## src/rtl/ryuv_pkg.sv

```systemverilog
`default_nettype none
package ryuv_pkg;

  localparam int MAX_WIDTH  = 4096;
  localparam int MAX_HEIGHT = 4096;

  localparam int DIM_W  = 13;
  localparam int COL_W  = $clog2(MAX_WIDTH);
  localparam int ROW_W  = $clog2(MAX_HEIGHT);
  localparam int ADDR_W = 25;
  localparam int PIX_W  = 8;
  localparam int DATA_W = 32;
  localparam int PADDR_W = 4;
  localparam int QDEPTH = 4;
  localparam int QPTR_W = $clog2(QDEPTH);

  localparam logic [DIM_W-1:0] RESET_WIDTH  = DIM_W'(640);
  localparam logic [DIM_W-1:0] RESET_HEIGHT = DIM_W'(480);
  localparam logic [ADDR_W-1:0] RESET_YSIZE = ADDR_W'(640 * 480);
  localparam logic [ADDR_W-1:0] RESET_VBASE = ADDR_W'(640 * 480 + (640 * 480) / 4);

  localparam logic [1:0] REG_WIDTH  = 2'd0;
  localparam logic [1:0] REG_HEIGHT = 2'd1;
  localparam logic [1:0] REG_FLIP   = 2'd2;

  typedef enum logic [1:0] {
    PLANE_Y = 2'd0,
    PLANE_U = 2'd1,
    PLANE_V = 2'd2
  } plane_t;

  // BT.601 integer coefficients; sums are kept in an 18-bit word
  localparam int SUM_W = 18;
  localparam int SHIFT = 8;
  localparam logic [SUM_W-1:0] COEF_Y_R = SUM_W'(66);
  localparam logic [SUM_W-1:0] COEF_Y_G = SUM_W'(129);
  localparam logic [SUM_W-1:0] COEF_Y_B = SUM_W'(25);
  localparam logic [SUM_W-1:0] COEF_U_R = SUM_W'(38);
  localparam logic [SUM_W-1:0] COEF_U_G = SUM_W'(74);
  localparam logic [SUM_W-1:0] COEF_U_B = SUM_W'(112);
  localparam logic [SUM_W-1:0] COEF_V_R = SUM_W'(112);
  localparam logic [SUM_W-1:0] COEF_V_G = SUM_W'(94);
  localparam logic [SUM_W-1:0] COEF_V_B = SUM_W'(18);
  localparam logic [SUM_W-1:0] ROUND    = SUM_W'(128);
  localparam logic [SUM_W-1:0] CHROMA_BIAS = SUM_W'(128 * 256 + 128);
  localparam logic [PIX_W-1:0] LUMA_OFFSET = PIX_W'(16);

  typedef struct packed {
    logic [DIM_W-1:0]  src_w;
    logic [DIM_W-1:0]  src_h;
    logic [DIM_W-1:0]  w;
    logic [DIM_W-1:0]  h;
    logic              flip;
    logic [ADDR_W-1:0] u_base;
    logic [ADDR_W-1:0] v_base;
    logic              restart;
  } cfg_t;

  typedef struct packed {
    logic [PIX_W-1:0]  blue;
    logic [PIX_W-1:0]  green;
    logic [PIX_W-1:0]  red;
    logic              chroma;
    logic [ADDR_W-1:0] luma_addr;
    logic [ADDR_W-1:0] chroma_off;
  } item_t;

  function automatic logic [DIM_W-1:0] clamp_dim(input logic [DIM_W-1:0] v,
                                                 input logic [DIM_W-1:0] maxv);
    logic [DIM_W-1:0] r;
    if (v == '0) r = DIM_W'(1);
    else if (v > maxv) r = maxv;
    else r = v;
    return r;
  endfunction

  function automatic logic [PIX_W-1:0] conv_y(input logic [PIX_W-1:0] r,
                                              input logic [PIX_W-1:0] g,
                                              input logic [PIX_W-1:0] b);
    logic [SUM_W-1:0] s;
    s = COEF_Y_R * SUM_W'(r) + COEF_Y_G * SUM_W'(g) + COEF_Y_B * SUM_W'(b) + ROUND;
    return PIX_W'(s >> SHIFT) + LUMA_OFFSET;
  endfunction

  // sum stays within 0..65535, so modular arithmetic gives the exact value
  function automatic logic [PIX_W-1:0] conv_u(input logic [PIX_W-1:0] r,
                                              input logic [PIX_W-1:0] g,
                                              input logic [PIX_W-1:0] b);
    logic [SUM_W-1:0] s;
    s = CHROMA_BIAS + COEF_U_B * SUM_W'(b) - COEF_U_R * SUM_W'(r) - COEF_U_G * SUM_W'(g);
    return PIX_W'(s >> SHIFT);
  endfunction

  function automatic logic [PIX_W-1:0] conv_v(input logic [PIX_W-1:0] r,
                                              input logic [PIX_W-1:0] g,
                                              input logic [PIX_W-1:0] b);
    logic [SUM_W-1:0] s;
    s = CHROMA_BIAS + COEF_V_R * SUM_W'(r) - COEF_V_G * SUM_W'(g) - COEF_V_B * SUM_W'(b);
    return PIX_W'(s >> SHIFT);
  endfunction

endpackage
`default_nettype wire

```

## src/rtl/ryuv_regs.sv

```systemverilog
`default_nettype none
module ryuv_regs import ryuv_pkg::*; (
  input  wire logic               clk,
  input  wire logic               rst,
  input  wire logic               psel,
  input  wire logic               penable,
  input  wire logic               pwrite,
  input  wire logic [PADDR_W-1:0] paddr,
  input  wire logic [DATA_W-1:0]  pwdata,
  output logic      [DATA_W-1:0]  prdata,
  output logic                    pready,
  output cfg_t                    cfg
);

  logic [DIM_W-1:0]  frame_width;
  logic [DIM_W-1:0]  frame_height;
  logic              flip;
  logic              restart;
  logic [ADDR_W-1:0] ysize;
  logic [ADDR_W-1:0] vbase;
  logic [1:0]        idx;
  logic              wr;
  logic [DIM_W-1:0]  src_w;
  logic [DIM_W-1:0]  src_h;
  logic [DIM_W-1:0]  w;
  logic [DIM_W-1:0]  h;

  assign pready = 1'b1;
  assign idx    = paddr[3:2];
  assign wr     = psel && penable && pwrite;

  assign src_w = clamp_dim(frame_width, DIM_W'(MAX_WIDTH));
  assign src_h = clamp_dim(frame_height, DIM_W'(MAX_HEIGHT));
  assign w     = {src_w[DIM_W-1:1], 1'b0};
  assign h     = {src_h[DIM_W-1:1], 1'b0};

  always_ff @(posedge clk) begin
    if (rst) begin
      frame_width  <= RESET_WIDTH;
      frame_height <= RESET_HEIGHT;
      flip         <= 1'b0;
      restart      <= 1'b0;
      ysize        <= RESET_YSIZE;
      vbase        <= RESET_VBASE;
    end else begin
      restart <= wr;
      // plane bases are registered and trail a write, vbase behind ysize; the front stalls only while restart is high
      ysize   <= ADDR_W'(w * h);
      vbase   <= ysize + (ysize >> 2);
      if (wr) begin
        unique case (idx)
          REG_WIDTH:  frame_width  <= pwdata[DIM_W-1:0];
          REG_HEIGHT: frame_height <= pwdata[DIM_W-1:0];
          REG_FLIP:   flip         <= pwdata[0];
          default: ;
        endcase
      end
    end
  end

  always_comb begin
    unique case (idx)
      REG_WIDTH:  prdata = DATA_W'(frame_width);
      REG_HEIGHT: prdata = DATA_W'(frame_height);
      REG_FLIP:   prdata = DATA_W'(flip);
      default:    prdata = '0;
    endcase
  end

  assign cfg.src_w   = src_w;
  assign cfg.src_h   = src_h;
  assign cfg.w       = w;
  assign cfg.h       = h;
  assign cfg.flip    = flip;
  assign cfg.u_base  = ysize;
  assign cfg.v_base  = vbase;
  assign cfg.restart = restart;

endmodule
`default_nettype wire

```

## src/rtl/ryuv_front.sv

```systemverilog
`default_nettype none
module ryuv_front import ryuv_pkg::*; (
  input  wire logic             clk,
  input  wire logic             rst,
  input  wire cfg_t             cfg,
  input  wire logic             push,
  output logic                  full,
  input  wire logic [PIX_W-1:0] blue,
  input  wire logic [PIX_W-1:0] green,
  input  wire logic [PIX_W-1:0] red,
  output logic                  q_push,
  output item_t                 q_item,
  input  wire logic             q_full
);

  logic [COL_W-1:0]  column;
  logic [ROW_W-1:0]  row;
  logic [ADDR_W-1:0] luma_row_base;
  logic [ADDR_W-1:0] chroma_row_base;

  logic              acc;
  logic              in_frame;
  logic              col_end;
  logic [DIM_W-1:0]  col_inc;
  logic [DIM_W-1:0]  row_inc;
  logic [ROW_W-1:0]  row_next;
  logic [ROW_W-1:0]  base_row;
  logic [ROW_W-1:0]  orow;
  logic              load;

  assign full = cfg.restart || q_full;
  assign acc  = push && !full;

  assign col_inc = DIM_W'(column) + DIM_W'(1);
  assign row_inc = DIM_W'(row) + DIM_W'(1);
  assign col_end = col_inc >= cfg.src_w;
  assign row_next = (row_inc >= cfg.src_h) ? '0 : ROW_W'(row_inc);
  assign in_frame = (DIM_W'(column) < cfg.w) && (DIM_W'(row) < cfg.h);

  assign load     = cfg.restart || (acc && col_end);
  assign base_row = cfg.restart ? '0 : row_next;

  // output row of the row about to start; rows past the trimmed height map to 0
  always_comb begin
    if (DIM_W'(base_row) < cfg.h)
      orow = cfg.flip ? ROW_W'(cfg.h - DIM_W'(1) - DIM_W'(base_row)) : base_row;
    else
      orow = '0;
  end

  always_ff @(posedge clk) begin
    if (rst) begin
      column          <= '0;
      row             <= '0;
      luma_row_base   <= '0;
      chroma_row_base <= '0;
    end else begin
      if (cfg.restart) begin
        column <= '0;
        row    <= '0;
      end else if (acc) begin
        if (col_end) begin
          column <= '0;
          row    <= row_next;
        end else begin
          column <= COL_W'(col_inc);
        end
      end
      if (load) begin
        luma_row_base   <= ADDR_W'(orow * cfg.w);
        chroma_row_base <= ADDR_W'((orow >> 1) * (cfg.w >> 1));
      end
    end
  end

  assign q_push            = acc && in_frame;
  assign q_item.blue       = blue;
  assign q_item.green      = green;
  assign q_item.red        = red;
  assign q_item.chroma     = !row[0] && !column[0];
  assign q_item.luma_addr  = luma_row_base + ADDR_W'(column);
  assign q_item.chroma_off = chroma_row_base + ADDR_W'(column >> 1);

endmodule
`default_nettype wire

```

## src/rtl/ryuv_queue.sv

```systemverilog
`default_nettype none
module ryuv_queue import ryuv_pkg::*; (
  input  wire logic  clk,
  input  wire logic  rst,
  input  wire logic  push,
  input  wire item_t din,
  output logic       full,
  input  wire logic  pop,
  output item_t      dout,
  output logic       empty
);

  item_t             mem [QDEPTH];
  logic [QPTR_W-1:0] wptr;
  logic [QPTR_W-1:0] rptr;
  logic [QPTR_W:0]   count;
  logic              do_push;
  logic              do_pop;

  assign full    = count == (QPTR_W+1)'(QDEPTH);
  assign empty   = count == '0;
  assign do_push = push && !full;
  assign do_pop  = pop && !empty;
  assign dout    = mem[rptr];

  always_ff @(posedge clk) begin
    if (rst) begin
      wptr  <= '0;
      rptr  <= '0;
      count <= '0;
    end else begin
      if (do_push) wptr <= wptr + QPTR_W'(1);
      if (do_pop) rptr <= rptr + QPTR_W'(1);
      if (do_push && !do_pop) count <= count + (QPTR_W+1)'(1);
      else if (do_pop && !do_push) count <= count - (QPTR_W+1)'(1);
    end
  end

  always_ff @(posedge clk) begin
    if (do_push) mem[wptr] <= din;
  end

endmodule
`default_nettype wire

```

## src/rtl/ryuv_back.sv

```systemverilog
`default_nettype none
module ryuv_back import ryuv_pkg::*; (
  input  wire logic              clk,
  input  wire logic              rst,
  input  wire cfg_t              cfg,
  input  wire item_t             q_item,
  input  wire logic              q_empty,
  output logic                   q_pop,
  output logic [1:0]             plane,
  output logic [ADDR_W-1:0]      address,
  output logic [PIX_W-1:0]       value,
  output logic                   last,
  output logic                   empty,
  input  wire logic              pop
);

  typedef struct packed {
    plane_t            plane;
    logic [ADDR_W-1:0] addr;
    logic [PIX_W-1:0]  value;
    logic              last;
  } res_t;

  // pixel being expanded into its results
  logic              cur_valid;
  plane_t            cur_plane;
  logic              cur_chroma;
  logic [PIX_W-1:0]  cur_y;
  logic [PIX_W-1:0]  cur_u;
  logic [PIX_W-1:0]  cur_v;
  logic [ADDR_W-1:0] cur_luma_addr;
  logic [ADDR_W-1:0] cur_u_addr;
  logic [ADDR_W-1:0] cur_v_addr;

  // two-entry result queue
  res_t              rmem [2];
  logic              rwptr;
  logic              rrptr;
  logic [1:0]        rcount;

  res_t              res;
  logic              out_pop;
  logic              room;
  logic              emit;
  logic              done;
  logic              final_res;

  assign out_pop   = pop && (rcount != 2'd0);
  assign room      = (rcount != 2'd2) || out_pop;
  assign emit      = cur_valid && room;
  assign final_res = !cur_chroma || (cur_plane == PLANE_V);
  assign done      = emit && final_res;
  assign q_pop     = !q_empty && (!cur_valid || done);

  always_comb begin
    res.plane = cur_plane;
    unique case (cur_plane)
      PLANE_Y: begin
        res.addr  = cur_luma_addr;
        res.value = cur_y;
        res.last  = !cur_chroma;
      end
      PLANE_U: begin
        res.addr  = cur_u_addr;
        res.value = cur_u;
        res.last  = 1'b0;
      end
      PLANE_V: begin
        res.addr  = cur_v_addr;
        res.value = cur_v;
        res.last  = 1'b1;
      end
      default: begin
        res.addr  = cur_luma_addr;
        res.value = cur_y;
        res.last  = 1'b1;
      end
    endcase
  end

  always_ff @(posedge clk) begin
    if (rst) begin
      cur_valid <= 1'b0;
      cur_plane <= PLANE_Y;
    end else if (q_pop) begin
      cur_valid <= 1'b1;
      cur_plane <= PLANE_Y;
    end else if (done) begin
      cur_valid <= 1'b0;
    end else if (emit) begin
      cur_plane <= (cur_plane == PLANE_Y) ? PLANE_U : PLANE_V;
    end
  end

  always_ff @(posedge clk) begin
    if (q_pop) begin
      cur_chroma    <= q_item.chroma;
      cur_y         <= conv_y(q_item.red, q_item.green, q_item.blue);
      cur_u         <= conv_u(q_item.red, q_item.green, q_item.blue);
      cur_v         <= conv_v(q_item.red, q_item.green, q_item.blue);
      cur_luma_addr <= q_item.luma_addr;
      cur_u_addr    <= cfg.u_base + q_item.chroma_off;
      cur_v_addr    <= cfg.v_base + q_item.chroma_off;
    end
  end

  always_ff @(posedge clk) begin
    if (rst) begin
      rwptr  <= 1'b0;
      rrptr  <= 1'b0;
      rcount <= 2'd0;
    end else begin
      if (emit) rwptr <= !rwptr;
      if (out_pop) rrptr <= !rrptr;
      if (emit && !out_pop) rcount <= rcount + 2'd1;
      else if (out_pop && !emit) rcount <= rcount - 2'd1;
    end
  end

  always_ff @(posedge clk) begin
    if (emit) rmem[rwptr] <= res;
  end

  assign empty   = rcount == 2'd0;
  assign plane   = rmem[rrptr].plane;
  assign address = rmem[rrptr].addr;
  assign value   = rmem[rrptr].value;
  assign last    = rmem[rrptr].last;

endmodule
`default_nettype wire

```

## src/rtl/rgb_to_yuv420_planar.sv

```systemverilog
`default_nettype none
// BT.601 RGB to I420 converter. Pixels enter in raster order through push/full,
// one per cycle while the internal four-entry pixel queue has room; results
// (luma, then U and V for the top-left pixel of each 2x2 block) leave through
// empty/pop, one per cycle when popped, with the I420 byte address of each
// sample. The single result port sets the pace: a luma-only pixel yields one
// result, a chroma-carrying pixel three, 1.5 per pixel over a frame. Results
// pass the pixel queue, conversion registers and result queue. Any register
// write restarts the frame and holds full high for the following cycle while
// the row bases reload; write configuration only with no pixels in flight.
module rgb_to_yuv420_planar import ryuv_pkg::*; (
  input  wire logic               clk,
  input  wire logic               rst,
  input  wire logic               psel,
  input  wire logic               penable,
  input  wire logic               pwrite,
  input  wire logic [PADDR_W-1:0] paddr,
  input  wire logic [DATA_W-1:0]  pwdata,
  output logic      [DATA_W-1:0]  prdata,
  output logic                    pready,
  input  wire logic               push,
  output logic                    full,
  input  wire logic [PIX_W-1:0]   blue,
  input  wire logic [PIX_W-1:0]   green,
  input  wire logic [PIX_W-1:0]   red,
  output logic                    empty,
  input  wire logic               pop,
  output logic      [1:0]         plane,
  output logic      [ADDR_W-1:0]  address,
  output logic      [PIX_W-1:0]   value,
  output logic                    last
);

  cfg_t  cfg;
  item_t f_item;
  item_t b_item;
  logic  f_push;
  logic  q_full;
  logic  q_empty;
  logic  q_pop;

  ryuv_regs u_regs (
    .clk     (clk),
    .rst     (rst),
    .psel    (psel),
    .penable (penable),
    .pwrite  (pwrite),
    .paddr   (paddr),
    .pwdata  (pwdata),
    .prdata  (prdata),
    .pready  (pready),
    .cfg     (cfg)
  );

  ryuv_front u_front (
    .clk    (clk),
    .rst    (rst),
    .cfg    (cfg),
    .push   (push),
    .full   (full),
    .blue   (blue),
    .green  (green),
    .red    (red),
    .q_push (f_push),
    .q_item (f_item),
    .q_full (q_full)
  );

  ryuv_queue u_queue (
    .clk   (clk),
    .rst   (rst),
    .push  (f_push),
    .din   (f_item),
    .full  (q_full),
    .pop   (q_pop),
    .dout  (b_item),
    .empty (q_empty)
  );

  ryuv_back u_back (
    .clk     (clk),
    .rst     (rst),
    .cfg     (cfg),
    .q_item  (b_item),
    .q_empty (q_empty),
    .q_pop   (q_pop),
    .plane   (plane),
    .address (address),
    .value   (value),
    .last    (last),
    .empty   (empty),
    .pop     (pop)
  );

endmodule
`default_nettype wire
```

## config.mk

```make
export PLATFORM = sky130hd
export DESIGN_NAME = rgb_to_yuv420_planar
export DESIGN_NICKNAME = d
export VERILOG_FILES = /design/src/rtl/ryuv_pkg.sv /design/src/rtl/ryuv_regs.sv /design/src/rtl/ryuv_front.sv /design/src/rtl/ryuv_queue.sv /design/src/rtl/ryuv_back.sv /design/src/rtl/rgb_to_yuv420_planar.sv
export SDC_FILE = /design/constraint.sdc
export NUM_CORES = 2
export LEC_CHECK = 0
export ABC_AREA = 0
export CORE_MARGIN = 3
export CORE_UTILIZATION = 35
export DETAILED_ROUTE_END_ITERATION = 8
export DONT_BUFFER_PORTS = 1
export GPL_TIMING_DRIVEN = 1
export SYNTH_ARGS = -nofsm -noshare
export SYNTH_HDL_FRONTEND = slang
export SYNTH_SLANG_ARGS = --single-unit
```

## constraint.sdc

```tcl
create_clock -name clk -period 14.3 [get_ports clk]
set_clock_uncertainty 0.2 [all_clocks]
set_input_delay 1.43 -clock clk [delete_from_list [all_inputs] [get_ports clk]]
set_output_delay 1.43 -clock clk [all_outputs]
set_load 0.02 [all_outputs]
```

==> run summary <==
Result of the run - completed
Register bit count reported by yosys - 632
Count of mapped cells out of synthesis - 4562
Kind of capture point of the worst setup path - flop
Horizontal die dimension - 381 µm
H-tree lvl count - 3
Critical Path End - u_front.luma_row_base[24]
Met3 track demand over resource - 2.45%
Fraction of registers with async set/reset - 0%
Worst-case reg-to-reg path depth - 42
Pin count of the biggest net entering global routing - 129
Largest stage delay on the critical path - 0.78 ns
Number of nets still failing antenna checks after routing - 0
Total GRT Usage - 16.6%
1st-iter DRT viols - 2198
Maximum fanout along the worst path - 24
Number of sinks driven by the clock tree - 632
Destination of the worst register-to-register timing path - u_front.luma_row_base[24]
Gates resized, CTS repair - 0
Skew-Pair Late Insertion Delay - 0.68 ns
Routed wire length - 120000 µm
Post-route non-filler standard cell count - 6455
Row count - 136
Total setup buffers inserted after CTS - 0
Final number of hold-violating endpoints - 0
Grt total ovfl - 0
Total vias in the final route - 32.7k
R2r startpoint - u_front.row[0]
Detailed-placement wirelength estimate - 92000 µm
CP Class - reg2reg
Leading cell types by total area after synthesis - edfxtp_1 29%, fa_1 15%, ha_1 15%
Unrepaired setup endpoints after global routing - no
Worst-case register-to-register setup slack - 3.08 ns
Per-instance average area after synthesis - 10.8 µm²
Routability-driven placement congestion ratio - 0.911
MaxCap Viol Count - 0
TNS Setup - 0 ns
Worst hold-check path type - reg2reg
Data arrival at the endpoint of the critical path - 11.53 ns
Most used flip-flop cell after synthesis - edfxtp_1
Synth area leader - edfxtp_1
Yosys warnings - 0
Number of buffers created by CTS - 72
Chip Height - 381 µm
Min Tclk post-route - 11.22 ns
Via count of the first global-routing pass - 32.8k
Placed Instances - 6325
Area fraction of the dominant cell type after synthesis - 28.6%
Share of post-route cells with drive strength above 1 - 6.69%
GRT Max-Usage Layer - met2
Part of the cycle the worst path needs - 78.5%
Die area - 145000 µm²
Worst rel slew slack - 26.1%
Starting density of the core - 35.5%
Met2 Track Usage GR - 27.7%
Total number of nets in the final design - 5545
Vias per inst - 5.07
Initial antenna violation count - 3
Remaining design rule violation count - 0
Maximum frequency from static timing analysis - 89.1 MHz
Routed length per instance - 18.7 µm
Worst setup SP type - flop
Std-Cell Core Area - 139000 µm²
Global-route wire length before repair - 189000 µm
Number of flops mapped to enable cells by yosys - 468
Slew @ Worst Pin - 1.11 ns
Input/output buffers - 0
GRT met1 Usage - 22.6%
Clock tree from TritonCTS - done
Number of I/O pins - 138
Final-report max-slew violation count - 0
Number of iterations in the first detailed-routing pass - 5
Cts-stage hold buffer count - 0
Crit path max-delay cell type - nor2_1
Number of buffers on the longest clock path - 3
Syn Std Cell Area - 49100 µm²
Register area share after synthesis - 35.3%
Area growth from synthesis to layout - 8.84%
Critical path origin - u_front.row[0]
Clock transition time at the flip-flop clock pins of the worst setup and hold paths - 0.07 ns
Root buffer cell - clkbuf_16
Number of unique standard cell types used by synthesis - 88
Data required time at the worst endpoint - 14.61 ns
Final setup violation count - 0
[worst max-delay path, delay by kind of cell (launching register included)]
| family | cells | cell delay (ns) |
|---|---|---|
| compound gates | 17 | 3.29 |
| xor+xnor | 2 | 0.58 |
| fa+ha+maj | 8 | 3.46 |
| buf+inv | 5 | 0.44 |
| flops | 1 | 0.61 |
| simple gates | 10 | 2.44 |
[layer usage]
layer	vias to the layer above	wire length (µm)	part of all wire, %
li1	15525	-	-
met1	16260	53600	44
met3	145	6470	5.4
met2	775	57900	48
met5	-	13	0.011
met4	2	2430	2.0
[registers in the layout, indices dropped and copies added (netlist names), 24 cells and up, named ones only]
register,count
u_queue.mem,296
u_back.rmem,72
u_back.cur_luma_addr,25
u_back.cur_u_addr,25
u_back.cur_v_addr,25
u_regs.vbase,25
u_front.luma_row_base,24
[logic make-up after synthesis]
group                      count (synthesis)  synth area share (%)
AOI/OAI and AO/OA                        678                  8.86
muxes                                    166                  5.36
and+or+nand+nor                         1130                  10.4
xor gates and xnor gates                 248                  4.42
other                                      2                0.0153
adders and majority gates                943                  29.7
buffers and inverters                    763                  6.02
DFF                                      632                  35.3
[final cells by class]
type	count	area, µm²
well taps	1863	2330
flip-flops and latches	632	17400
multi-input cells	3185	29000
fillers	13532	85000
clock buffers	91	1910
inverters	610	2290
repair buffers	35	263
diodes	1	2.50
clock inverters	38	392
[through the flow]
| step | hold slack, ns | instance area (µm²) | worst slack, ns | util (%) |
|---|---|---|---|---|
| floorplan | 0.224 | 49200 | 4.99 | - |
| global placement | 0.244 | 51200 | 3.27 | 37.0 |
| detailed placement | 0.251 | 51200 | 3.24 | 37.0 |
| CTS | 0.260 | 53500 | 3.20 | 38.6 |
| global route | 0.280 | 53500 | 2.38 | 38.6 |
| finish | 0.261 | 53500 | 3.08 | 38.6 |
[cells in the final DEF (no fill, tap or decap), types with 35 or more instances in the layout]
cell,Yosys,final
inv_1,600,600
ha_1,570,570
edfxtp_1,468,468
nand2_1,418,418
fa_1,372,372
nor2_1,346,345
a21oi_1,254,254
xnor2_1,170,170
dfxtp_1,164,159
nor2b_1,80,79
o21ai_0,79,79
xor2_1,78,78
mux4_2,74,74
clkbuf_16,0,73
nand3_1,70,70
a21o_1,67,67
a211oi_1,60,59
mux2i_1,55,55
nor3_1,53,53
o21bai_1,38,38
mux2_2,36,36
buf_4,21,35
[worst min path at each step]
stage,from,end,depth (start not counted)
final,u_front.luma_row_base[3],u_front.luma_row_base[3],2
after global routing,u_front.luma_row_base[5],u_front.luma_row_base[5],2
after CTS,u_front.chroma_row_base[5],u_front.chroma_row_base[5],2
after detailed placement,u_front.chroma_row_base[5],u_front.chroma_row_base[5],2
after global placement,u_front.chroma_row_base[3],u_front.chroma_row_base[3],2
after floorplan,u_back.cur_plane[0],u_back.rmem[0][34],0
[cell usage after synthesis (all sizes together), types with 7 or more instances]
cell       n
nor2b     80
a21o      68
or2       17
edfxtp   468
a21oi    257
and2      21
nor3b      7
o21ai    103
o41ai      7
a2111oi    8
o21bai    38
xor2      78
dfxtp    164
nand3     70
a21boi     8
o31a       7
nand2    418
nand2b    17
fa       372
and3      31
inv      602
mux4      74
a31oi     25
nor3      54
ha       570
a211oi    64
clkbuf   104
nor2     346
or3       15
o31ai      8
nor4      10
clkinv     8
and4      10
o21a      29
mux2      37
xnor2    170
nand3b    10
nand4     12
buf       49
mux2i     55
o211ai    11
Power is left out: the tool's default activity adds up to more than one toggle a clock period on the data nets, which glitch-free logic cannot reach.
